===== src/rtl/crbb_fifo.sv =====
// Short queue between the front and back parts.
module crbb_fifo #(
   parameter int WIDTH = 8,
   parameter int DEPTH = 4,
   localparam int PTR_W = (DEPTH > 1) ? $clog2(DEPTH) : 1,
   localparam int CNT_W = $clog2(DEPTH + 1)
) (
   input  logic             clock,
   input  logic             reset,
   input  logic             push,
   input  logic [WIDTH-1:0] push_data,
   input  logic             pop,
   output logic [WIDTH-1:0] pop_data,
   output logic             full,
   output logic             empty
);

   logic [WIDTH-1:0] slot_ff [DEPTH];
   logic [PTR_W-1:0] wr_ptr_ff, wr_ptr_in;
   logic [PTR_W-1:0] rd_ptr_ff, rd_ptr_in;
   logic [CNT_W-1:0] count_ff, count_in;

   assign full     = (count_ff == CNT_W'(DEPTH));
   assign empty    = (count_ff == '0);
   assign pop_data = slot_ff[rd_ptr_ff];

   always_comb begin
      wr_ptr_in = wr_ptr_ff;
      rd_ptr_in = rd_ptr_ff;
      count_in  = count_ff;
      if (push) begin
         wr_ptr_in = (wr_ptr_ff == PTR_W'(DEPTH - 1)) ? '0 : wr_ptr_ff + 1'b1;
      end
      if (pop) begin
         rd_ptr_in = (rd_ptr_ff == PTR_W'(DEPTH - 1)) ? '0 : rd_ptr_ff + 1'b1;
      end
      if (push && !pop) begin
         count_in = count_ff + 1'b1;
      end else if (pop && !push) begin
         count_in = count_ff - 1'b1;
      end
   end

   always_ff @(posedge clock) begin
      if (reset) begin
         wr_ptr_ff <= '0;
         rd_ptr_ff <= '0;
         count_ff  <= '0;
      end else begin
         wr_ptr_ff <= wr_ptr_in;
         rd_ptr_ff <= rd_ptr_in;
         count_ff  <= count_in;
      end
   end

   always_ff @(posedge clock) begin
      if (push) begin
         slot_ff[wr_ptr_ff] <= push_data;
      end
   end

endmodule


===== config.mk =====
export PLATFORM = sky130hd
export DESIGN_NAME = crbb_fifo
export DESIGN_NICKNAME = d
export VERILOG_FILES = /design/src/rtl/crbb_fifo.sv
export SDC_FILE = /design/constraint.sdc
export NUM_CORES = 1
export LEC_CHECK = 0
export BUFFER_PORTS_ARGS = -buffer_cell sky130_fd_sc_hd__buf_4
export CAP_MARGIN = 15
export CORE_ASPECT_RATIO = 0.8
export CORE_MARGIN = 2
export CORE_UTILIZATION = 44
export DETAILED_ROUTE_END_ITERATION = 16
export HOLD_SLACK_MARGIN = 0.15
export SLEW_MARGIN = 10
export SYNTH_ARGS = -nofsm -noshare
export SYNTH_HDL_FRONTEND = slang
export SYNTH_SLANG_ARGS = --single-unit

===== constraint.sdc =====
create_clock -name clock -period 1.59 [get_ports clock]
set_input_delay 0.0795 -clock clock [delete_from_list [all_inputs] [get_ports clock]]
set_output_delay 0.0795 -clock clock [all_outputs]
set_load 0.05 [all_outputs]

==> results.yml <==
sta:
  finalSetupTns_ns: 0
  rsz0062_at_grt: "yes"
  worst_hold_slack_ns: 0.1660
  min_period_ns: 1.548
  fin_skew_ns: 0.003911
  fmax_mhz: 646.2
  finalSetupViolCount: 0
  slew_headroom_pct: 70.55
  drv_slew: 0
  min_period_over_period_pct: 97.33
  worst_pin_slew_ns: 0.4418
  finalHoldViolations: 0
critical_path:
  worst_ep_arrival_time_ns: 1.47
  start_kind: "flip-flop"
  slowest_delay_ns: 0.53
  critical-path-top-delay-family: "multiplexers"
  critical_path_class: "flip-flop to primary output"
  worst_setup_path_end_kind: "primary output"
  worst_path_max_delay_cell: "mux4_2"
  critPathMaxFanout: 8
  worstPathRequired_ns: 1.51
  path_buf_inv: 2
  crit_chain: "buf_12 -> mux4_2 -> buf_6"
detailed_routing:
  drtIter0Drc: 57
  vias_per_cell: 4.971
  wl_per_cell_um: 15.69
  dr_total_vias: 845
  wl_um: 2668
  remaining_drc_errors: 0
  ant_nets: 0
  dr.pass1.iters: 4
global_routing:
  antenna_found_initial: 0
  grt_max_degree: 13
  gr-total-overflow: 0
  grt_util_all_layers_pct: 14.82
  grt_pass1_wl_um: 4202
  grt_pass1_vias: 891
synthesis:
  ys_types: 17
  synth_nets: 105
  syn_area_mm2: 0.001598
  syn_area_per_cell_um2: 18.58
  syn_inst: 86
  yosysWarnings: 0
  ys_seq_area_share_pct: 71.42
  synth-seq-cells: 41
power_and_ir_drop:
  switchingPower_w: 0.0006204
  combPwrFrac_pct: 19.2
  p_int_w: 0.001713
  switching_share_pct: 26.59
  powerDensity_mw_per_mm2: 1142
  clkPwrFrac_pct: 26.9
  peakVddDrop_v: 0.0005668
  leakagePower_nw: 0.7717
  sequentialPowerShare_pct: 54.0
finish:
  fin_nets: 146
  area_delta_synth_final_pct: 27.88
  n_antenna_cell: 0
  fillers: 274
  multi_input_area_um2: 425.4
  final_layout_size_suffix_gt1_share_pct: 32.03
  regArea_mm2: 0.001142
cts:
  clock_sinks: 41
  clk_path_buf_depth: 2
  post_cts_buffers: 0
  cts_tree: "yes"
  cts_root_buffer: "clkbuf_8"
  h-tree-depth: 2
  path_clk_slew_ns: 0.07
  insertion_delay_ns: 0.28
  numCtsBuffers: 5
floorplan:
  row_count: 19
  die_y_um: 57.90
  core_mm2: 0.003447
  ios: 22
  start_util_pct: 46.35
  die_w_um: 71.38
  dieArea_mm2: 0.004133
place:
  port_buffers: 21
  dpl.hpwl_um: 1698
  gp_congestion: 0.7637
min_path:
  hp-class: "input pin to flip-flop"
outcome:
  outcome: "finished, final reports clean"
run:
  maxCapViolations: 0
[tightest hold or removal path: stages]
cell and delay [ns]:
buf_4 0.09, inv_1 0.05, a21oi_1 0.14, nor2_1 0.06
[repair_timing]
| item | 4_1_cts | 5_1_grt |
|---|---|---|
| hold buffers | 11 | 0 |
| pin swaps | 0 | 0 |
| endpoints found under the hold margin | 41 | 0 |
| gates resized for setup | 4 | 1 |
| gates cloned | 0 | 0 |
| endpoints found under the setup margin | 3 | 2 |
[cells in the final DEF, fill, tap and decap left out, drive strengths merged]
master,n
a21oi,2
mux4,8
inv,4
edfxtp,32
or3,1
clkbuf,6
mux2i,4
fa,1
dfxtp,9
nor3,1
xor2,2
dlygate4sd3,11
and2,4
nor2,7
nor3b,2
ha,6
o21ai,1
buf,25
clkinv,2
[Yosys cell counts]
library cell	n	area, µm²
inv_1	4	15.01
buf_6	1	11.26
o21ai_0	1	5.000
a21oi_1	2	10.01
dfxtp_1	9	180.2
nor3_1	1	5.000
edfxtp_1	32	960.9
and2_1	4	25.02
nor3b_1	2	15.01
nor2_1	7	26.28
or3_1	1	6.260
fa_1	1	20.02
mux2i_1	4	40.04
clkbuf_2	1	5.000
xor2_1	2	17.52
mux4_2	8	180.2
ha_1	6	75.07
[power groups by stage]
stage	combinational, W	clock, W	sequential, W
finish	0.000448	0.000627	0.00126
global route	0.000480	0.000711	0.00126
CTS	0.000449	0.000656	0.00126
detailed placement	0.000416	0	0.00128
global placement	0.000408	0	0.00128
floorplan	0.000290	0	0.00127
[final timing paths]
path	end	slack, ns	start	depth (start not counted)
worst max-delay path	pop_data[3]	0.04	flip-flop	3
worst min-delay path	flip-flop	0.17	pop	4
worst max register to register	count_ff[2]	0.13	count_ff[0]	4
worst min register to register	count_ff[2]	0.52	count_ff[2]	2
[per-layer routing]
layer  track usage [%]  share of wire [%]  vias up
li1                  -                  -      405
met3             4.174                4.6        7
met5                 0                  0        -
met1             17.67                 42      413
met2             24.60                 51       20
met4             8.086                2.2        0
[flip-flops by register name, indices dropped and copies added (netlist names), named ones only]
register and cells:
slot_ff 32, rd_ptr_ff 2, count_ff 3, wr_ptr_ff 2
[stage by stage]
step	instances	utilization [%]	total power (W)	worst slack [ns]	cell area, µm²
6_report	170	59.27	0.002333	0.04240	2043
5_1_grt	170	59.27	0.002455	-0.005694	2043
4_1_cts	170	59.17	0.002365	0.007194	2039
3_5_place_dp	151	53.21	0.001699	0.01263	1834
3_3_place_gp	151	53.21	0.001686	0.07913	1834
2_1_floorplan	86	-	0.001557	0.008677	1598
[cells by family after synthesis]
| group | after synthesis | share of synthesized area [%] |
|---|---|---|
| multiplexers | 12 | 13.78 |
| buffers and inverters | 6 | 1.957 |
| flip-flops | 41 | 71.42 |
| XOR/XNOR | 2 | 1.097 |
| AO/OA/AOI/OAI | 3 | 0.9394 |
| adder cells (fa/ha/maj) | 7 | 5.951 |
| AND/OR/NAND/NOR | 15 | 4.855 |
[final cells by class]
cell class	instances	share of cell area (%)
sequential	41	55.91
multi-input combinational	39	20.82
timing repair buffer	36	15.92
clock buffer	6	3.552
tap	42	2.572
inverter	4	0.7348
clock inverter	2	0.4899
No activity file was read; power rests on OpenSTA's default activity.
