===== src/rtl/crbb_pkg.sv =====
// Shared types and constants of the color region bounding box unit.
package crbb_pkg;

   localparam int CMD_BITS       = 2;
   localparam int BYTE_BITS      = 8;
   localparam int SIZE_REG_BITS  = 13;
   localparam int CSR_INDEX_BITS = 4;
   localparam int EPOCH_BITS     = 4;
   localparam int SCALE_LANES    = 4;
   localparam int DIV_STEPS      = BYTE_BITS;

   localparam logic [CMD_BITS-1:0] CMD_PIXEL = 2'd0;
   localparam logic [CMD_BITS-1:0] CMD_QUERY = 2'd1;
   localparam logic [CMD_BITS-1:0] CMD_FRAME = 2'd2;

   localparam logic [CSR_INDEX_BITS-1:0] REG_WIDTH  = 4'd0;
   localparam logic [CSR_INDEX_BITS-1:0] REG_HEIGHT = 4'd1;

   localparam logic [SIZE_REG_BITS-1:0] SIZE_RESET = 13'd256;
   localparam logic [BYTE_BITS-1:0]     SCALE_MAX  = 8'd255;

   typedef enum logic [1:0] {
      OP_PIXEL,
      OP_QUERY,
      OP_FRAME
   } op_kind_type;

   typedef enum logic {
      BACK_CLEAR,
      BACK_RUN
   } back_state_type;

endpackage


===== src/rtl/crbb_channels.sv =====
// Channel interfaces of the color region bounding box unit.
interface crbb_req_if;
   import crbb_pkg::*;
   logic                 valid;
   logic                 ready;
   logic [CMD_BITS-1:0]  cmd;
   logic [BYTE_BITS-1:0] red;
   logic [BYTE_BITS-1:0] green;
   modport source (output valid, cmd, red, green, input ready);
   modport sink   (input valid, cmd, red, green, output ready);
endinterface



===== src/rtl/crbb_front.sv =====
// Front part: accepts commands, tracks pixel position and forms region keys.
module crbb_front #(
   parameter int TABLE_SIDE = 256,
   parameter int COORD_BITS = 12,
   localparam int KEY_W = $clog2(TABLE_SIDE * TABLE_SIDE)
) (
   input  logic                   clock,
   input  logic                   reset,
   crbb_req_if.sink               req_ch,
   input  logic [COORD_BITS:0]    width_eff,
   input  logic [COORD_BITS:0]    height_eff,
   input  logic                   queue_full,
   output logic                   push,
   output crbb_pkg::op_kind_type  push_kind,
   output logic [KEY_W-1:0]       push_key,
   output logic [COORD_BITS-1:0]  push_col,
   output logic [COORD_BITS-1:0]  push_row
);

   import crbb_pkg::*;

   localparam int SIDE_BITS  = $clog2(TABLE_SIDE);
   localparam int FOLD_STEPS = $clog2((1 << BYTE_BITS) / TABLE_SIDE) + 1;

   logic [COORD_BITS-1:0] col_ff, col_in;
   logic [COORD_BITS-1:0] row_ff, row_in;
   logic                  full_ff, full_in;
   logic [COORD_BITS:0]   col_next;
   logic [COORD_BITS:0]   row_next;
   logic [BYTE_BITS-1:0]  red_fold;
   logic [BYTE_BITS-1:0]  green_fold;
   logic                  accept;

   function automatic logic [BYTE_BITS-1:0] fold_byte(input logic [BYTE_BITS-1:0] v);
      logic [BYTE_BITS-1:0] r;
      r = v;
      for (int s = FOLD_STEPS - 1; s >= 0; s--) begin
         if (int'(r) >= (TABLE_SIDE << s)) begin
            r = r - BYTE_BITS'(TABLE_SIDE << s);
         end
      end
      return r;
   endfunction

   assign req_ch.ready = !queue_full;
   assign accept       = req_ch.valid && req_ch.ready;

   assign red_fold   = fold_byte(req_ch.red);
   assign green_fold = fold_byte(req_ch.green);
   assign push_key   = KEY_W'(green_fold[SIDE_BITS-1:0]) * KEY_W'(TABLE_SIDE)
                     + KEY_W'(red_fold[SIDE_BITS-1:0]);
   assign push_col   = col_ff;
   assign push_row   = row_ff;
   assign col_next   = {1'b0, col_ff} + 1'b1;
   assign row_next   = {1'b0, row_ff} + 1'b1;

   always_comb begin
      push      = 1'b0;
      push_kind = OP_PIXEL;
      col_in    = col_ff;
      row_in    = row_ff;
      full_in   = full_ff;
      if (accept) begin
         unique case (req_ch.cmd)
            CMD_PIXEL: begin
               if (!full_ff && ({1'b0, row_ff} < height_eff)) begin
                  push = 1'b1;
                  if (col_next >= width_eff) begin
                     col_in = '0;
                     if (row_next >= height_eff) begin
                        full_in = 1'b1;
                     end else begin
                        row_in = row_next[COORD_BITS-1:0];
                     end
                  end else begin
                     col_in = col_next[COORD_BITS-1:0];
                  end
               end
            end
            CMD_QUERY: begin
               push      = 1'b1;
               push_kind = OP_QUERY;
            end
            CMD_FRAME: begin
               push      = 1'b1;
               push_kind = OP_FRAME;
               col_in    = '0;
               row_in    = '0;
               full_in   = 1'b0;
            end
            default: begin
            end
         endcase
      end
   end

   always_ff @(posedge clock) begin
      if (reset) begin
         col_ff  <= '0;
         row_ff  <= '0;
         full_ff <= 1'b0;
      end else begin
         col_ff  <= col_in;
         row_ff  <= row_in;
         full_ff <= full_in;
      end
   end

endmodule


===== src/flat_wrapper.sv =====
// flat-port wrapper written by rule: the top's interface ports become plain ports
module crbb_front_flat import crbb_pkg::*;
#(
   parameter int TABLE_SIDE = 256,
   parameter int COORD_BITS = 12,
   localparam int KEY_W = $clog2(TABLE_SIDE * TABLE_SIDE)
)
  (clock, reset, width_eff, height_eff, queue_full, push, push_kind, push_key, push_col, push_row, req_ch_valid, req_ch_cmd, req_ch_red, req_ch_green, req_ch_ready);
  crbb_req_if req_ch_i ();
  input  logic clock;
  input  logic reset;
  input  logic [COORD_BITS:0] width_eff;
  input  logic [COORD_BITS:0] height_eff;
  input  logic queue_full;
  output logic push;
  output crbb_pkg::op_kind_type push_kind;
  output logic [KEY_W-1:0] push_key;
  output logic [COORD_BITS-1:0] push_col;
  output logic [COORD_BITS-1:0] push_row;
  input wire logic [$bits(req_ch_i.valid)-1:0] req_ch_valid;
  input wire logic [$bits(req_ch_i.cmd)-1:0] req_ch_cmd;
  input wire logic [$bits(req_ch_i.red)-1:0] req_ch_red;
  input wire logic [$bits(req_ch_i.green)-1:0] req_ch_green;
  output wire logic [$bits(req_ch_i.ready)-1:0] req_ch_ready;
  assign req_ch_i.valid = req_ch_valid;
  assign req_ch_i.cmd = req_ch_cmd;
  assign req_ch_i.red = req_ch_red;
  assign req_ch_i.green = req_ch_green;
  assign req_ch_ready = req_ch_i.ready;
  crbb_front #(.TABLE_SIDE(TABLE_SIDE), .COORD_BITS(COORD_BITS)) u_core (.clock(clock), .reset(reset), .req_ch(req_ch_i), .width_eff(width_eff), .height_eff(height_eff), .queue_full(queue_full), .push(push), .push_kind(push_kind), .push_key(push_key), .push_col(push_col), .push_row(push_row));
endmodule

===== config.mk =====
export PLATFORM = sky130hd
export DESIGN_NAME = crbb_front_flat
export DESIGN_NICKNAME = d
export VERILOG_FILES = /design/src/rtl/crbb_pkg.sv /design/src/rtl/crbb_channels.sv /design/src/rtl/crbb_front.sv /design/src/flat_wrapper.sv
export SDC_FILE = /design/constraint.sdc
export NUM_CORES = 1
export LEC_CHECK = 0
export BUFFER_PORTS_ARGS = -buffer_cell sky130_fd_sc_hd__buf_4
export CAP_MARGIN = 25
export CORE_ASPECT_RATIO = 1.4
export CORE_MARGIN = 2
export CORE_UTILIZATION = 52
export CTS_BUF_LIST = sky130_fd_sc_hd__clkbuf_8
export DETAILED_ROUTE_END_ITERATION = 7
export GPL_ROUTABILITY_DRIVEN = 0
export HOLD_SLACK_MARGIN = 0.08
export PLACE_DENSITY = 0.85
export SKIP_CTS_REPAIR_TIMING = 1
export SYNTH_ARGS = -nofsm -noshare
export SYNTH_HDL_FRONTEND = slang
export SYNTH_SLANG_ARGS = --single-unit

===== constraint.sdc =====
create_clock -name clock -period 4.1 [get_ports clock]
set_clock_uncertainty 0.15 [all_clocks]
set_input_delay 0.41 -clock clock [delete_from_list [all_inputs] [get_ports clock]]
set_output_delay 0.41 -clock clock [all_outputs]
set_load 0.02 [all_outputs]

==> impl_metrics.env, run 1 <==
export IMPL_synth_top_area_share_pct=23.0
export IMPL_antenna_found_initial=0
export IMPL_maxCapViolCount=0
export IMPL_start_util_pct=53.2
export IMPL_clockBufferDepth=2
export IMPL_r2r_setup_slack_ns=0.48
export IMPL_grt_use_met1_pct=26.1
export IMPL_grt_pass1_wl_mm=10.1
export IMPL_ys_seq_area_share_pct=19.6
export IMPL_drv_slew=0
export IMPL_r2r_cells=13
export IMPL_syn_cell_area_um2=2560
export IMPL_yosys_area_top_type="ha_1"
export IMPL_die_h_um=87.0
export IMPL_initialDrtViolationCount=177
export IMPL_fillers=459
export IMPL_fin_crit_ns=3.62
export IMPL_syn_inst=314
export IMPL_dieArea_um2=5500
export IMPL_path_class="flop to flop"
export IMPL_layout_cells_non_filler=418
export IMPL_drtAntennaViolNets=0
export IMPL_cts_root_buffer="clkbuf_8"
export IMPL_drive_above_1_share_pct=22.3
export IMPL_hold_depth=2
export IMPL_io_pins=92
export IMPL_worstPathMaxFanout=12
export IMPL_power_mw=0.493
export IMPL_grt_pass1_vias=2252
export IMPL_hp_class="input port to flop"
export IMPL_yosys_warnings=0
export IMPL_portBuffers=59
export IMPL_syn_area_per_cell_um2=8.14
export IMPL_synth_net_count=409
export IMPL_die_w_um=63.3
export IMPL_synth_simple_area_share_pct=20.6
export IMPL_yosys_top_cells_count="ha_1 (47), nor2_1 (37), inv_1 (33)"
export IMPL_insertedDiodeCount=0
export IMPL_drc_errors=0
export IMPL_ys_ff_latch=25
export IMPL_synth_adder_area_share_pct=23.0
export IMPL_core_area_um2=4800
export IMPL_synth_top_family_by_area="adder cells"
export IMPL_fin_nets=450
export IMPL_fin_crit_sh_pct=88.4
export IMPL_cts_max_level=1
export IMPL_crit_required_ns=4.16
export IMPL_synth_area_leaders="ha_1 (23%), dfxtp_1 (20%), xnor2_1 (5.8%)"
export IMPL_async_flop_share_pct=0
export IMPL_critical_path_endpoint_type="flop"
export IMPL_yosys_area_share_xor_xnor_pct=6.85
export IMPL_synth_most_common_cell="ha_1"
export IMPL_dp_hpwl_mm=4.81
export IMPL_tns_ns=0
export IMPL_clock_latency_ns=0.27
export IMPL_powerDensity_nw_per_um2=165
export IMPL_synth_cell_types=47
export IMPL_top_usage_layer="met2"
export IMPL_worstHoldStart="reset"
export IMPL_wire_per_inst_um=14.1
export IMPL_synth_compound_area_share_pct=17.5
export IMPL_rsz0062_at_grt="no"
export IMPL_grt_util_met2_pct=43.2
export IMPL_hold_end="u_core.push_col[9]$_SDFFE_PP0P_"
export IMPL_syn2layout_area_growth_pct=16.5
export IMPL_worst_r2r_endpoint="u_core.push_row[0]$_SDFFE_PP0P_"
export IMPL_vias_per_cell=5.51
export IMPL_rows=30
export IMPL_routed_via_count=2304
export IMPL_ys_flop_type="dfxtp_1"
export IMPL_drt_total_wl_mm=5.91
export IMPL_p_leak_nw=1.48
export IMPL_r2r_start="u_core.push_row[2]$_SDFFE_PP0P_"
export IMPL_maxSlewHeadroom_pct=63.7
export IMPL_post_place_ws_ns=0.538
export IMPL_start_kind="flop"
export IMPL_hold_violations=0
export IMPL_arrival_ns=3.68
export IMPL_first_pass_iters=4
export IMPL_status="completed"
export IMPL_cts_tree="yes"
export IMPL_grt_overflow_total=0
export IMPL_cts_sinks=25
export IMPL_synth_mux_area_share_pct=1.57
export IMPL_fmax_ghz=0.276
export IMPL_synth_edf_count=0
export IMPL_grt_max_degree=22
export IMPL_fin_util_pct=62.0
export IMPL_grtUsageMet3_pct=2.07
export IMPL_layout_setup_ws_ns=0.476
export IMPL_clk_pin_slew_ns=0.09
export IMPL_setup_viol_count_final=0
export IMPL_grt_usage_pct=22.4
export IMPL_cts_buffers=3
export IMPL_worst_slew_pin_slew_ns=0.537
export IMPL_peakVddDrop_v=0.000123
export IMPL_dp_cells=414
## power by group
| part | switching (mW) | internal, mW | total, mW |
|---|---|---|---|
| Clock | 0.0795 | 0.0688 | 0.148 |
| Combinational | 0.0518 | 0.0455 | 0.0973 |
| Sequential | 0.00325 | 0.244 | 0.247 |
| Total | 0.135 | 0.358 | 0.493 |
## area by class of cell
type | count | area, um^2 | share of cell area (%)
Clock inverter | 1 | 7.51 | 0.252
Timing Repair Buffer | 60 | 450 | 15.1
Tap cell | 64 | 80.1 | 2.69
Inverter | 33 | 124 | 4.16
Multi-Input combinational cell | 232 | 1780 | 59.6
Sequential cell | 25 | 500 | 16.8
Clock buffer | 3 | 41.3 | 1.39
## critical path, cell delays in order, from the launching register on
cell	delay, ns
dfxtp_1	0.48
and4_1	0.35
and3_1	0.24
nand4_1	0.13
xnor2_1	0.19
ha_1	0.21
a21oi_1	0.15
o21ai_1	0.14
a2111oi_4	0.36
a211o_1	0.19
nand4_2	0.25
buf_4	0.27
or3_1	0.31
a21oi_1	0.14
## worst max-delay path by stage
stage	end	from	slack [ns]	cells past startpoint
floorplan	u_core.push_row[10]$_SDFFE_PP0P_	u_core.push_row[2]$_SDFFE_PP0P_	0.79	14
global placement	u_core.push_row[11]$_SDFFE_PP0P_	u_core.push_col[0]$_SDFFE_PP0P_	0.58	13
detailed placement	u_core.push_row[0]$_SDFFE_PP0P_	u_core.push_row[2]$_SDFFE_PP0P_	0.54	13
CTS	u_core.push_row[0]$_SDFFE_PP0P_	u_core.push_row[2]$_SDFFE_PP0P_	0.51	13
global route	u_core.push_row[0]$_SDFFE_PP0P_	u_core.push_row[3]$_SDFFE_PP0P_	0.20	13
finish	u_core.push_row[0]$_SDFFE_PP0P_	u_core.push_row[2]$_SDFFE_PP0P_	0.48	13
## state kept, by name, summed over array words and instances (netlist names)
| name | count |
|---|---|
| u_core.full_ff | 1 |
| u_core.push_col | 12 |
| u_core.push_row | 12 |
## through the flow
step,instance area (um^2),hold WS (ns)
global route,2980,0.317
CTS,2980,0.318
floorplan,2560,0.314
finish,2980,0.327
global placement,2930,0.339
detailed placement,2930,0.360
## placed cells by master (no fill, tap or decap), drive strengths merged, types with 2 or more instances in the layout
master / instances
inv: 33
o211ai: 4
and3: 6
a211oi: 4
nor2b: 3
nand3: 10
dfxtp: 25
a22oi: 10
nand2: 21
xnor2: 17
buf: 60
a31o: 7
o21ai: 7
nor2: 37
and4: 3
ha: 47
a2111oi: 2
nand4: 9
mux2i: 4
xor2: 3
clkbuf: 3
and2: 5
a211o: 2
a21oi: 14
## logic make-up (layout without fill, tap and decap cells)
| kind of cell | after synthesis | after routing |
|---|---|---|
| and+or+nand+nor | 103 | 103 |
| adders and majority gates | 47 | 47 |
| DFF | 25 | 25 |
| buffers and inverters | 57 | 97 |
| muxes | 4 | 4 |
| AOI/OAI and AO/OA | 58 | 58 |
| xor gates and xnor gates | 20 | 20 |
## per-layer routing
metal	wire, um	vias to the layer above
li1	-	1169
met3	249	6
met5	0	-
met2	3180	69
met1	2420	1060
met4	63	0
(Power assumes the default switching activity.)
==> run 2: changes to the inputs <==
CELL_PAD_IN_SITES_DETAIL_PLACEMENT = 1   (was not set)
CELL_PAD_IN_SITES_GLOBAL_PLACEMENT = 2   (was not set)
CORE_UTILIZATION = 29   (was 52)
==> run 2 against run 1 <==
  * Sequential power barely moved
  * Via count rose by 1.6%
  * Fmax decreased by 2.8%
  * Routed wire length increased by 17%
  * Setup slack got worse by 0.11 ns
==> impl_metrics.env, run 2 (same netlist as run 1, synthesis figures left out) <==
export IMPL_status="completed"
export IMPL_core_area_um2=8560
export IMPL_wire_per_inst_um=15.0
export IMPL_grt_overflow_total=0
export IMPL_insertedDiodeCount=0
export IMPL_dp_cells=455
export IMPL_start_kind="flop"
export IMPL_layout_commonest_cell="buf_4"
export IMPL_slowest_delay_ns=0.46
export IMPL_clock_latency_ns=0.26
export IMPL_tns_ns=0
export IMPL_r2r_start="u_core.push_col[2]$_SDFFE_PP0P_"
export IMPL_drc_errors=0
export IMPL_crit_slowest_cell="dfxtp_1"
export IMPL_fin_crit_sh_pct=91.0
export IMPL_worstHoldStart="reset"
export IMPL_initialDrtViolationCount=62
export IMPL_rows=40
export IMPL_cts_tree="yes"
export IMPL_worst_r2r_endpoint="u_core.push_row[6]$_SDFFE_PP0P_"
export IMPL_first_pass_iters=4
export IMPL_fmax_ghz=0.268
export IMPL_dieArea_um2=9590
export IMPL_cts_sinks=25
export IMPL_post_dp_cell_area_um2=2980
export IMPL_fillers=1042
export IMPL_drtAntennaViolNets=0
export IMPL_maxSlewHeadroom_pct=60.4
export IMPL_path_common_cell="and3_1"
export IMPL_hold_violations=0
export IMPL_cts_root_buffer="clkbuf_8"
export IMPL_grt_max_degree=22
export IMPL_crit_chain="and3_1, and2_1, and3_1, nand2_1, xnor2_1, ha_1, and3_1, and4_1, a211oi_1, o211ai_1, nand4_4, buf_4, or4_1, a21oi_1"
export IMPL_critical_path_endpoint_type="flop"
export IMPL_powerDensity_nw_per_um2=163
export IMPL_grt_usage_pct=14.3
export IMPL_grt_pass1_wl_mm=11.5
export IMPL_maxCapViolCount=0
export IMPL_power_mw=0.495
export IMPL_clockBufferDepth=2
export IMPL_syn2layout_area_growth_pct=18.8
export IMPL_layout_cells_non_filler=459
export IMPL_fin_crit_ns=3.73
export IMPL_fin_area_um2=3040
export IMPL_p_leak_nw=1.48
export IMPL_regArea_um2=502
export IMPL_portBuffers=59
export IMPL_hp_class="input port to flop"
export IMPL_arrival_ns=3.78
export IMPL_drv_slew=0
export IMPL_io_pins=92
export IMPL_rsz0062_at_grt="no"
export IMPL_dp_hpwl_mm=5.69
export IMPL_r2r_cells=14
export IMPL_cts_buffers=3
export IMPL_worst_slew_pin_slew_ns=0.586
export IMPL_grt_pass1_vias=2414
export IMPL_vias_per_cell=5.10
export IMPL_path_class="flop to flop"
export IMPL_hold_depth=2
export IMPL_drive_above_1_share_pct=22.3
export IMPL_peakVddDrop_v=0.000102
export IMPL_hold_end="u_core.push_col[9]$_SDFFE_PP0P_"
export IMPL_start_util_pct=29.9
export IMPL_setup_viol_count_final=0
export IMPL_fin_nets=450
export IMPL_drt_total_wl_mm=6.90
export IMPL_multi_input_area_um2=1780
export IMPL_crit_required_ns=4.15
export IMPL_r2r_setup_slack_ns=0.37
export IMPL_routed_via_count=2341
export IMPL_antenna_found_initial=0
export IMPL_clk_pin_slew_ns=0.09
export IMPL_cts_max_level=1
export IMPL_die_h_um=115
export IMPL_die_w_um=83.3
export IMPL_layout_common_cells="buf_4 (60), ha_1 (47), nor2_1 (37), inv_1 (34), dfxtp_1 (24)"
export IMPL_worstPathMaxFanout=13
[run 2: cell count changes in the layout (fill, tap and decap cells not counted)]
cell,before,now
inv_1,33,34
dfxtp_1,25,24
clkinvlp_4,1,0
nand4_2,1,0
dfxtp_2,0,1
nand4_4,0,1
[run 2: where the power goes]
part           internal [mW]  total (mW)  leakage (nW)  switching, mW
combinational         0.0458       0.101          1.26         0.0551
clock                 0.0670       0.146        0.0269         0.0795
sequential             0.244       0.248         0.202        0.00329
total                  0.357       0.495          1.48          0.138
[run 2: final cells by class]
type,count,share of cell area (%)
multi-input combinational,232,58.8
sequential,25,16.5
timing repair buffer,60,14.8
tap,105,4.33
inverter,33,4.08
clock buffer,3,1.36
clock inverter,1,0.124
[run 2: worst max-delay path: cells and delay by family (launching register included)]
kind	cells	cell delay (ns)
adders and majority gates	1	0.31
and+or+nand+nor	8	1.74
AOI/OAI and AO/OA	3	0.59
buffers and inverters	1	0.25
xor gates and xnor gates	1	0.17
DFF	1	0.46
[run 2: how the worst max path moves through the flow]
stage                     slack [ns]  depth (start not counted)                                to                       startpoint
after detailed placement        0.29                         13   u_core.push_row[6]$_SDFFE_PP0P_  u_core.push_col[0]$_SDFFE_PP0P_
after global placement          0.40                         13   u_core.push_row[6]$_SDFFE_PP0P_  u_core.push_col[0]$_SDFFE_PP0P_
final                           0.37                         14   u_core.push_row[6]$_SDFFE_PP0P_  u_core.push_col[2]$_SDFFE_PP0P_
after global routing            0.03                         13   u_core.push_row[6]$_SDFFE_PP0P_  u_core.push_col[1]$_SDFFE_PP0P_
after floorplan                 0.79                         14  u_core.push_row[10]$_SDFFE_PP0P_  u_core.push_row[2]$_SDFFE_PP0P_
after CTS                       0.21                         13   u_core.push_row[6]$_SDFFE_PP0P_  u_core.push_col[0]$_SDFFE_PP0P_
[run 2: per-layer routing]
metal	routed length, um	up-vias	part of all wire (%)	GRT usage (%)
met2	3700	56	54	27.8
met4	89	0	1.3	3.06
met5	0	-	0	0
li1	-	1168	-	-
met3	288	6	4.2	2.23
met1	2820	1111	41	16.5
[run 2: per-stage QoR]
stage	hold WS [ns]	setup WS, ns	utilization, %
5_1_grt	0.346	0.0336	35.5
6_report	0.344	0.370	35.5
4_1_cts	0.338	0.211	35.4
2_1_floorplan	0.314	0.791	-
3_5_place_dp	0.356	0.287	34.8
3_3_place_gp	0.333	0.399	34.8
