### src/rtl/crbb_pkg.sv
// Shared types and constants of the color region bounding box unit.
package crbb_pkg;

   localparam int CMD_BITS       = 2;
   localparam int BYTE_BITS      = 8;
   localparam int SIZE_REG_BITS  = 13;
   localparam int CSR_INDEX_BITS = 4;
   localparam int EPOCH_BITS     = 4;
   localparam int SCALE_LANES    = 4;
   localparam int DIV_STEPS      = BYTE_BITS;

   localparam logic [CMD_BITS-1:0] CMD_PIXEL = 2'd0;
   localparam logic [CMD_BITS-1:0] CMD_QUERY = 2'd1;
   localparam logic [CMD_BITS-1:0] CMD_FRAME = 2'd2;

   localparam logic [CSR_INDEX_BITS-1:0] REG_WIDTH  = 4'd0;
   localparam logic [CSR_INDEX_BITS-1:0] REG_HEIGHT = 4'd1;

   localparam logic [SIZE_REG_BITS-1:0] SIZE_RESET = 13'd256;
   localparam logic [BYTE_BITS-1:0]     SCALE_MAX  = 8'd255;

   typedef enum logic [1:0] {
      OP_PIXEL,
      OP_QUERY,
      OP_FRAME
   } op_kind_type;

   typedef enum logic {
      BACK_CLEAR,
      BACK_RUN
   } back_state_type;

endpackage

### src/rtl/crbb_channels.sv


interface crbb_rsp_if;
   import crbb_pkg::*;
   logic                 valid;
   logic                 ready;
   logic                 found;
   logic [BYTE_BITS-1:0] left_scaled;
   logic [BYTE_BITS-1:0] right_scaled;
   logic [BYTE_BITS-1:0] top_scaled;
   logic [BYTE_BITS-1:0] bottom_scaled;
   modport source (output valid, found, left_scaled, right_scaled, top_scaled, bottom_scaled,
                   input ready);
   modport sink   (input valid, found, left_scaled, right_scaled, top_scaled, bottom_scaled,
                   output ready);
endinterface


### src/rtl/crbb_scale.sv
// Query scaling: four bit-serial dividers and the response register.
module crbb_scale #(
   parameter int COORD_BITS = 12
) (
   input  logic                   clock,
   input  logic                   reset,
   input  logic                   start,
   input  logic                   found,
   input  logic [COORD_BITS-1:0]  coord_left,
   input  logic [COORD_BITS-1:0]  coord_right,
   input  logic [COORD_BITS-1:0]  coord_top,
   input  logic [COORD_BITS-1:0]  coord_bottom,
   input  logic [COORD_BITS:0]    width_eff,
   input  logic [COORD_BITS:0]    height_eff,
   output logic                   idle,
   crbb_rsp_if.source             rsp_ch
);

   import crbb_pkg::*;

   localparam int CB     = COORD_BITS;
   localparam int STEP_W = $clog2(DIV_STEPS);
   localparam int PROD_W = CB + BYTE_BITS;

   logic                  busy_ff, busy_in;
   logic [STEP_W-1:0]     step_ff, step_in;
   logic                  found_ff, found_in;
   logic [CB:0]           rem_ff [SCALE_LANES];
   logic [CB:0]           rem_in [SCALE_LANES];
   logic [BYTE_BITS-1:0]  low_ff [SCALE_LANES];
   logic [BYTE_BITS-1:0]  low_in [SCALE_LANES];
   logic [BYTE_BITS-1:0]  quo_ff [SCALE_LANES];
   logic [BYTE_BITS-1:0]  quo_in [SCALE_LANES];
   logic                  sat_ff [SCALE_LANES];
   logic                  sat_in [SCALE_LANES];

   logic                  out_valid_ff, out_valid_in;
   logic                  out_found_ff, out_found_in;
   logic [BYTE_BITS-1:0]  out_val_ff [SCALE_LANES];
   logic [BYTE_BITS-1:0]  out_val_in [SCALE_LANES];

   logic [CB-1:0]         coord [SCALE_LANES];
   logic [CB:0]           divisor [SCALE_LANES];
   logic [CB+1:0]         trial [SCALE_LANES];
   logic                  take [SCALE_LANES];
   logic [CB:0]           rem_step [SCALE_LANES];
   logic [BYTE_BITS-1:0]  quo_step [SCALE_LANES];
   logic [PROD_W-1:0]     prod [SCALE_LANES];
   logic                  last;
   logic                  slot_free;

   assign coord[0]   = coord_left;
   assign coord[1]   = coord_right;
   assign coord[2]   = coord_top;
   assign coord[3]   = coord_bottom;
   assign divisor[0] = width_eff;
   assign divisor[1] = width_eff;
   assign divisor[2] = height_eff;
   assign divisor[3] = height_eff;

   assign idle      = !busy_ff;
   assign last      = (step_ff == STEP_W'(DIV_STEPS - 1));
   assign slot_free = !out_valid_ff || rsp_ch.ready;

   assign rsp_ch.valid         = out_valid_ff;
   assign rsp_ch.found         = out_found_ff;
   assign rsp_ch.left_scaled   = out_val_ff[0];
   assign rsp_ch.right_scaled  = out_val_ff[1];
   assign rsp_ch.top_scaled    = out_val_ff[2];
   assign rsp_ch.bottom_scaled = out_val_ff[3];

   always_comb begin
      for (int l = 0; l < SCALE_LANES; l++) begin
         trial[l]    = {rem_ff[l], low_ff[l][BYTE_BITS-1]};
         take[l]     = (trial[l] >= {1'b0, divisor[l]});
         rem_step[l] = take[l] ? (CB+1)'(trial[l] - {1'b0, divisor[l]})
                               : trial[l][CB:0];
         quo_step[l] = {quo_ff[l][BYTE_BITS-2:0], take[l]};
         prod[l]     = {coord[l], {BYTE_BITS{1'b0}}} - PROD_W'(coord[l]);
      end
   end

   always_comb begin
      busy_in      = busy_ff;
      step_in      = step_ff;
      found_in     = found_ff;
      out_valid_in = out_valid_ff && !rsp_ch.ready;
      out_found_in = out_found_ff;
      for (int l = 0; l < SCALE_LANES; l++) begin
         rem_in[l]     = rem_ff[l];
         low_in[l]     = low_ff[l];
         quo_in[l]     = quo_ff[l];
         sat_in[l]     = sat_ff[l];
         out_val_in[l] = out_val_ff[l];
      end
      if (start) begin
         busy_in  = 1'b1;
         step_in  = '0;
         found_in = found;
         for (int l = 0; l < SCALE_LANES; l++) begin
            sat_in[l] = ({1'b0, coord[l]} >= divisor[l]);
            rem_in[l] = (CB+1)'(prod[l][PROD_W-1:BYTE_BITS]);
            low_in[l] = prod[l][BYTE_BITS-1:0];
            quo_in[l] = '0;
         end
      end else if (busy_ff && (!last || slot_free)) begin
         step_in = step_ff + 1'b1;
         for (int l = 0; l < SCALE_LANES; l++) begin
            rem_in[l] = rem_step[l];
            low_in[l] = {low_ff[l][BYTE_BITS-2:0], 1'b0};
            quo_in[l] = quo_step[l];
         end
         if (last) begin
            busy_in      = 1'b0;
            out_valid_in = 1'b1;
            out_found_in = found_ff;
            for (int l = 0; l < SCALE_LANES; l++) begin
               out_val_in[l] = sat_ff[l] ? SCALE_MAX : quo_step[l];
            end
         end
      end
   end

   always_ff @(posedge clock) begin
      if (reset) begin
         busy_ff      <= 1'b0;
         out_valid_ff <= 1'b0;
      end else begin
         busy_ff      <= busy_in;
         out_valid_ff <= out_valid_in;
      end
   end

   always_ff @(posedge clock) begin
      step_ff      <= step_in;
      found_ff     <= found_in;
      out_found_ff <= out_found_in;
      for (int l = 0; l < SCALE_LANES; l++) begin
         rem_ff[l]     <= rem_in[l];
         low_ff[l]     <= low_in[l];
         quo_ff[l]     <= quo_in[l];
         sat_ff[l]     <= sat_in[l];
         out_val_ff[l] <= out_val_in[l];
      end
   end

endmodule

### src/flat_wrapper.sv
// flat-port wrapper written by rule: the top's interface ports become plain ports
module crbb_scale_flat import crbb_pkg::*;
#(
   parameter int COORD_BITS = 12
)
  (clock, reset, start, found, coord_left, coord_right, coord_top, coord_bottom, width_eff, height_eff, idle, rsp_ch_valid, rsp_ch_found, rsp_ch_left_scaled, rsp_ch_right_scaled, rsp_ch_top_scaled, rsp_ch_bottom_scaled, rsp_ch_ready);
  crbb_rsp_if rsp_ch_i ();
  input  logic clock;
  input  logic reset;
  input  logic start;
  input  logic found;
  input  logic [COORD_BITS-1:0] coord_left;
  input  logic [COORD_BITS-1:0] coord_right;
  input  logic [COORD_BITS-1:0] coord_top;
  input  logic [COORD_BITS-1:0] coord_bottom;
  input  logic [COORD_BITS:0] width_eff;
  input  logic [COORD_BITS:0] height_eff;
  output logic idle;
  output wire logic [$bits(rsp_ch_i.valid)-1:0] rsp_ch_valid;
  output wire logic [$bits(rsp_ch_i.found)-1:0] rsp_ch_found;
  output wire logic [$bits(rsp_ch_i.left_scaled)-1:0] rsp_ch_left_scaled;
  output wire logic [$bits(rsp_ch_i.right_scaled)-1:0] rsp_ch_right_scaled;
  output wire logic [$bits(rsp_ch_i.top_scaled)-1:0] rsp_ch_top_scaled;
  output wire logic [$bits(rsp_ch_i.bottom_scaled)-1:0] rsp_ch_bottom_scaled;
  input wire logic [$bits(rsp_ch_i.ready)-1:0] rsp_ch_ready;
  assign rsp_ch_valid = rsp_ch_i.valid;
  assign rsp_ch_found = rsp_ch_i.found;
  assign rsp_ch_left_scaled = rsp_ch_i.left_scaled;
  assign rsp_ch_right_scaled = rsp_ch_i.right_scaled;
  assign rsp_ch_top_scaled = rsp_ch_i.top_scaled;
  assign rsp_ch_bottom_scaled = rsp_ch_i.bottom_scaled;
  assign rsp_ch_i.ready = rsp_ch_ready;
  crbb_scale #(.COORD_BITS(COORD_BITS)) u_core (.clock(clock), .reset(reset), .start(start), .found(found), .coord_left(coord_left), .coord_right(coord_right), .coord_top(coord_top), .coord_bottom(coord_bottom), .width_eff(width_eff), .height_eff(height_eff), .idle(idle), .rsp_ch(rsp_ch_i));
endmodule
### config.mk
export PLATFORM = sky130hd
export DESIGN_NAME = crbb_scale_flat
export DESIGN_NICKNAME = d
export VERILOG_FILES = /design/src/rtl/crbb_pkg.sv /design/src/rtl/crbb_channels.sv /design/src/rtl/crbb_scale.sv /design/src/flat_wrapper.sv
export SDC_FILE = /design/constraint.sdc
export NUM_CORES = 1
export LEC_CHECK = 0
export ABC_AREA = 1
export BUFFER_PORTS_ARGS = -buffer_cell sky130_fd_sc_hd__buf_2
export CELL_PAD_IN_SITES_DETAIL_PLACEMENT = 0
export CELL_PAD_IN_SITES_GLOBAL_PLACEMENT = 1
export CORE_ASPECT_RATIO = 0.8
export CORE_MARGIN = 3
export CORE_UTILIZATION = 48
export CTS_CLUSTER_DIAMETER = 80
export DETAILED_ROUTE_END_ITERATION = 10
export PLACE_DENSITY_LB_ADDON = 0.15
export SYNTH_ARGS = -nofsm -noshare
export SYNTH_HDL_FRONTEND = slang
export SYNTH_SLANG_ARGS = --single-unit
### constraint.sdc
create_clock -name clock -period 6.2 [get_ports clock]
set_input_delay 0.62 -clock clock [delete_from_list [all_inputs] [get_ports clock]]
set_output_delay 0.62 -clock clock [all_outputs]
set_load 0.02 [all_outputs]
==> impl_metrics.env, run 1 <==
export IMPL_arrival_ns=3.26
export IMPL_initial_core_util_pct=48.9
export IMPL_finClkSkew_ns=0.0133
export IMPL_synth_area_per_cell_sq_um=6.90
export IMPL_p_seq_share_pct=36.5
export IMPL_r2r_start="u_core.low_ff[3][7]"
export IMPL_grt_pass1_vias=11800
export IMPL_synth_most_common_cell="nand2_1"
export IMPL_antenna_found_initial=0
export IMPL_finalHoldViolCount=0
export IMPL_drv_slew=0
export IMPL_drive_gt1_share_pct=9.49
export IMPL_power_switching_mw=1.31
export IMPL_postSynth_asyncResetShare_pct=0
export IMPL_drv_cap=0
export IMPL_final_seq_area_sq_um=4280
export IMPL_cp_startpoint="u_core.low_ff[3][7]"
export IMPL_grt_pass1_wl_mm=63.1
export IMPL_overflow=0
export IMPL_wl_per_cell_um=16.8
export IMPL_period_minus_slack_ns=3.06
export IMPL_place_hpwl_mm=31.7
export IMPL_core_sq_um=27400
export IMPL_power_internal_mw=2.18
export IMPL_ioPinCount=114
export IMPL_wl_mm=40.6
export IMPL_synth_warnings=0
export IMPL_htree_levels=4
export IMPL_combPwrFrac_pct=33.2
export IMPL_swShare_pct=37.5
export IMPL_dieHeight_um=155
export IMPL_num_nets_final=2246
export IMPL_synth_commonest_cells="nand2_1, inv_1, nand3_1, nor2_1, ha_1"
export IMPL_synth_area_leaders="edfxtp_1, nand2_1, ha_1, inv_1, nand3_1"
export IMPL_clock_sinks=155
export IMPL_syn_nets=2147
export IMPL_clk_pin_slew_ns=0.07
export IMPL_ir_worst_vdd_uv=282
export IMPL_cp_required_ns=6.40
export IMPL_drtIter0Drc=1115
export IMPL_path_class="flop to flop"
export IMPL_min_from="reset"
export IMPL_area_growth_pct=10.9
export IMPL_ys_ff_latch=155
export IMPL_die_w_um=193
export IMPL_final_util_pct=54.3
export IMPL_io_buffers=113
export IMPL_num_vias=13200
export IMPL_relSlewSlack_pct=32.1
export IMPL_cts_buffers=17
export IMPL_holdCritPathClass="input port to flop"
export IMPL_routabilityCongestion=0.977
export IMPL_dr_pass1_iters=6
export IMPL_dieArea_sq_um=30000
export IMPL_clock_latency_ns=0.44
export IMPL_synth_edf_count=118
export IMPL_rsz0062_at_grt="no"
export IMPL_clockPowerShare_pct=30.3
export IMPL_p_per_area_nw_per_um2=235
export IMPL_postRouteAntennaNets=0
export IMPL_clockBufferDepth=2
export IMPL_ctsRootBufferMaster="clkbuf_16"
export IMPL_end_kind="flop"
export IMPL_outcome="completed"
export IMPL_multi_input_area_sq_um=7650
export IMPL_finalSetupTns_ns=0
export IMPL_synth_top_area_share_pct=26.5
export IMPL_fp_row_count=54
export IMPL_netlist_instances=1942
export IMPL_crit_fanout=15
export IMPL_yosysSeqAreaShare_pct=32.0
export IMPL_cts_tree="built"
export IMPL_grt_max_degree=67
export IMPL_synthFlopType="edfxtp_1"
export IMPL_worst_slew_pin_slew_ns=1.02
export IMPL_ys_types=49
export IMPL_p_leak_nw=7.44
export IMPL_via_per_inst=5.47
export IMPL_setup_viol=0
export IMPL_drc_errors=0
export IMPL_grt_usage_pct=26.9
export IMPL_holdWs_ns=0.360
export IMPL_netlist_area_sq_um=13400
export IMPL_start_kind="flop"
export IMPL_clock_fmax_mhz=327
export IMPL_post_cts_buffers=0
export IMPL_n_antenna_cell=0
export IMPL_postCtsHoldBufs=0
export IMPL_cts_resized=0
export IMPL_fillCellCount=2727
export IMPL_synth_largest_area_cell="edfxtp_1"
export IMPL_fin_crit_sh_pct=49.4
## placed cells by master, fill, tap and decap left out, drive strengths merged, types with 4 or more instances in the layout
master  netlist  final
inv         336    341
buf          20    118
ha          122    122
dfxtp        37     37
o221ai        4      4
fa            4      4
o211ai        4      4
nor3         20     20
o22ai        28     28
o21bai        6      6
xnor2        16     16
clkinv        2      8
a21oi        69     69
edfxtp      118    118
o21ai        77     77
nand2       559    559
a31oi         4      4
clkbuf       18     18
xor2         12     12
nand4       101    101
nand3       210    210
nor2        156    156
## worst max-delay path, cell delays in order, from the launching register on
cell and delay, ns:
edfxtp_1 0.38, inv_1 0.15, ha_1 0.16, inv_1 0.10, fa_1 0.45, nand2_1 0.11, nand2_1 0.09, nand3_1 0.08
nand2_1 0.09, nand2_1 0.39, nand3_2 0.43, nand2_1 0.21, nand2_1 0.07, nand2_1 0.06, nand2_1 0.04
## power groups by stage
stage                     registers [mW]  logic [mW]  clock network, mW
final                               1.27        1.16               1.06
after global routing                1.28        1.31               1.11
after CTS                           1.27        1.14               1.07
after detailed placement            1.29        1.14                  0
after global placement              1.29        1.13                  0
after floorplan                     1.27       0.856                  0
## worst paths after layout
kind | slack [ns] | cells past startpoint | to
worst max-delay path | 3.14 | 14 | u_core.rem_ff[3][11]
worst min-delay path | 0.36 | 2 | u_core.rsp_ch.valid
worst max register to register | 3.14 | 14 | u_core.rem_ff[3][11]
worst min register to register | 0.45 | 0 | u_core.rsp_ch.found
## per-layer routing
layer | vias to the layer above | routed length (um) | global-route usage, %
met5 | - | 0 | 0
met3 | 52 | 3130 | 5.11
li1 | 6641 | - | -
met1 | 6042 | 20300 | 41.3
met4 | 0 | 706 | 6.24
met2 | 491 | 16400 | 38.7
## cells by family after synthesis
logic type | Yosys count | share of synthesized area, %
adders and majority gates | 126 | 12.0
and+or+nand+nor | 1057 | 34.8
buffers and inverters | 376 | 10.9
xor gates and xnor gates | 28 | 1.83
DFF | 155 | 32.0
AOI/OAI and AO/OA | 200 | 8.44
## final cells by class
type                    instances  share of cell area [%]
flip-flops and latches        155                    28.8
clock buffers                  18                    2.89
well taps                     364                    3.07
inverters                     338                    8.56
clock inverters                14                    1.09
multi-input cells            1411                    51.5
repair buffers                118                    4.06
## sequential cells by signal, summed over array words and instances (netlist names)
register and flops:
u_core.sat_ff 4, u_core.step_ff 3, u_core.rsp_ch.found 1, u_core.out_val_ff 32, u_core.found_ff 1, u_core.low_ff 32
u_core.rem_ff 52, u_core.busy_ff 1, u_core.quo_ff 28, u_core.rsp_ch.valid 1
## stage by stage
step           area (sq um)  setup slack, ns  total power [mW]  cells
6_report              14900             3.14              3.49   2418
5_1_grt               14900             2.92              3.71   2418
4_1_cts               14900             3.21              3.48   2418
3_5_place_dp          14300             2.89              2.43   2386
3_3_place_gp          14300             2.86              2.43   2386
2_1_floorplan         13400             2.39              2.13   1942
(Power assumes the default switching activity.)
==> inputs of run 2 (changes only) <==
- CORE_UTILIZATION: 48 -> 45
- clock period: 6.2 -> 3.08 ns (I/O delays scaled with it)
==> impl_metrics.env, run 2 (same netlist as run 1, synthesis figures left out) <==
export IMPL_end_kind="flop"
export IMPL_cts_resized=0
export IMPL_clockBufferDepth=2
export IMPL_postRouteAntennaNets=0
export IMPL_crit_fanout=18
export IMPL_holdCritPathClass="input port to flop"
export IMPL_n_antenna_cell=0
export IMPL_num_nets_final=2259
export IMPL_drv_cap=0
export IMPL_multi_input_area_sq_um=7650
export IMPL_largest_reg_flops=52
export IMPL_antenna_found_initial=0
export IMPL_fillCellCount=2926
export IMPL_dieArea_sq_um=31900
export IMPL_wl_mm=41.2
export IMPL_finClkSkew_ns=0.0125
export IMPL_clk_pin_slew_ns=0.08
export IMPL_die_w_um=199
export IMPL_drive_gt1_share_pct=10.1
export IMPL_grt_pass1_wl_mm=64.4
export IMPL_path_class="flop to flop"
export IMPL_cp_num_buf_inv=2
export IMPL_postCtsHoldBufs=0
export IMPL_worst_slew_pin_slew_ns=0.896
export IMPL_critPathSlowestCell="fa_1"
export IMPL_fin_crit_sh_pct=80.9
export IMPL_cts_tree="built"
export IMPL_finalSetupTns_ns=0
export IMPL_arrival_ns=2.69
export IMPL_wl_per_cell_um=16.9
export IMPL_io_buffers=113
export IMPL_grt_pass1_vias=12100
export IMPL_worstPathCellList="inv_1 -> ha_1 -> inv_1 -> fa_1 -> nand2_1 -> nand2_1 -> nand3_1 -> nand2_1 -> nand2_4 -> nand3_4 -> nand2_1 -> nand2_1 -> nand2_1 -> nand2_1"
export IMPL_p_per_area_nw_per_um2=471
export IMPL_path_delay_family="simple AND/OR/NAND/NOR gates"
export IMPL_biggestRegsByFlops="u_core.rem_ff x52, u_core.low_ff x32, u_core.out_val_ff x32"
export IMPL_clock_latency_ns=0.44
export IMPL_htree_levels=4
export IMPL_clock_fmax_mhz=402
export IMPL_drv_slew=0
export IMPL_clock_sinks=155
export IMPL_final_common_cell="nand2_1"
export IMPL_start_kind="flop"
export IMPL_dr_pass1_iters=5
export IMPL_holdWs_ns=0.0420
export IMPL_grt_usage_pct=25.7
export IMPL_drtIter0Drc=1247
export IMPL_cpPeakStageDelay_ns=0.48
export IMPL_area_growth_pct=11.9
export IMPL_cp_required_ns=3.28
export IMPL_top_register="u_core.rem_ff"
export IMPL_ir_worst_vdd_uv=418
export IMPL_final_seq_area_sq_um=4280
export IMPL_core_sq_um=28800
export IMPL_routabilityCongestion=0.934
export IMPL_cpMostUsedCell="nand2_1"
export IMPL_place_hpwl_mm=31.7
export IMPL_cts_buffers=17
export IMPL_outcome="completed"
export IMPL_via_per_inst=5.39
export IMPL_initial_core_util_pct=46.6
export IMPL_post_cts_buffers=0
export IMPL_p_leak_nw=7.50
export IMPL_drc_errors=0
export IMPL_finalHoldViolCount=0
export IMPL_overflow=0
export IMPL_grt_max_degree=66
export IMPL_most_common_layout_cells="nand2_1, inv_1, nand3_1"
export IMPL_setup_viol=0
export IMPL_num_vias=13100
export IMPL_relSlewSlack_pct=40.1
export IMPL_fp_row_count=55
export IMPL_ioPinCount=114
export IMPL_ctsRootBufferMaster="clkbuf_16"
export IMPL_dieHeight_um=160
export IMPL_rsz0062_at_grt="no"
export IMPL_period_minus_slack_ns=2.49
run 2: changes by cell type in the layout (fill, tap and decap cells not counted), sizes merged:
cell | previous run | this run
buf | 118 | 131
clkinv | 8 | 1
inv | 341 | 347
clkinvlp | 2 | 3
run 2: per-layer routing:
| metal | up-vias | wire (um) | global-route usage (%) |
|---|---|---|---|
| met2 | 444 | 16600 | 37.0 |
| met4 | 0 | 653 | 5.81 |
| li1 | 6692 | - | - |
| met1 | 5957 | 20600 | 39.6 |
| met5 | - | 0 | 0 |
| met3 | 47 | 3210 | 4.78 |
run 2: path summary, 6_finish.rpt:
check,startpoint,to,slack [ns],cells after the start
hold reg to reg,u_core.found_ff,u_core.rsp_ch.found,0.43,0
setup / recovery,u_core.low_ff[2][7],u_core.rem_ff[2][9],0.59,14
setup reg to reg,u_core.low_ff[2][7],u_core.rem_ff[2][9],0.59,14
hold / removal,reset,u_core.rsp_ch.valid,0.04,2
run 2: cell type report:
type / instances / area share (%)
clock buffers: 18 / 2.86
clock inverters: 14 / 0.985
inverters: 338 / 8.48
multi-input cells: 1411 / 51.1
flip-flops and latches: 155 / 28.6
well taps: 370 / 3.09
repair buffers: 131 / 4.93
run 2: per-stage QoR:
step | area, sq um | instances | worst slack (ns) | utilization (%) | power [mW]
2_1_floorplan | 13400 | 1942 | 0.541 | - | 4.28
3_3_place_gp | 14400 | 2405 | 0.581 | 50.1 | 4.91
3_5_place_dp | 14400 | 2405 | 0.545 | 50.1 | 4.90
4_1_cts | 15000 | 2437 | 0.604 | 52.1 | 7.07
5_1_grt | 15000 | 2437 | 0.335 | 52.1 | 7.52
6_report | 15000 | 2437 | 0.589 | 52.1 | 7.05
run 2: where the power goes:
part	internal, mW	switching, mW
sequential	2.46	0.0980
clock	1.15	1.01
combinational	0.797	1.54
total	4.40	2.65
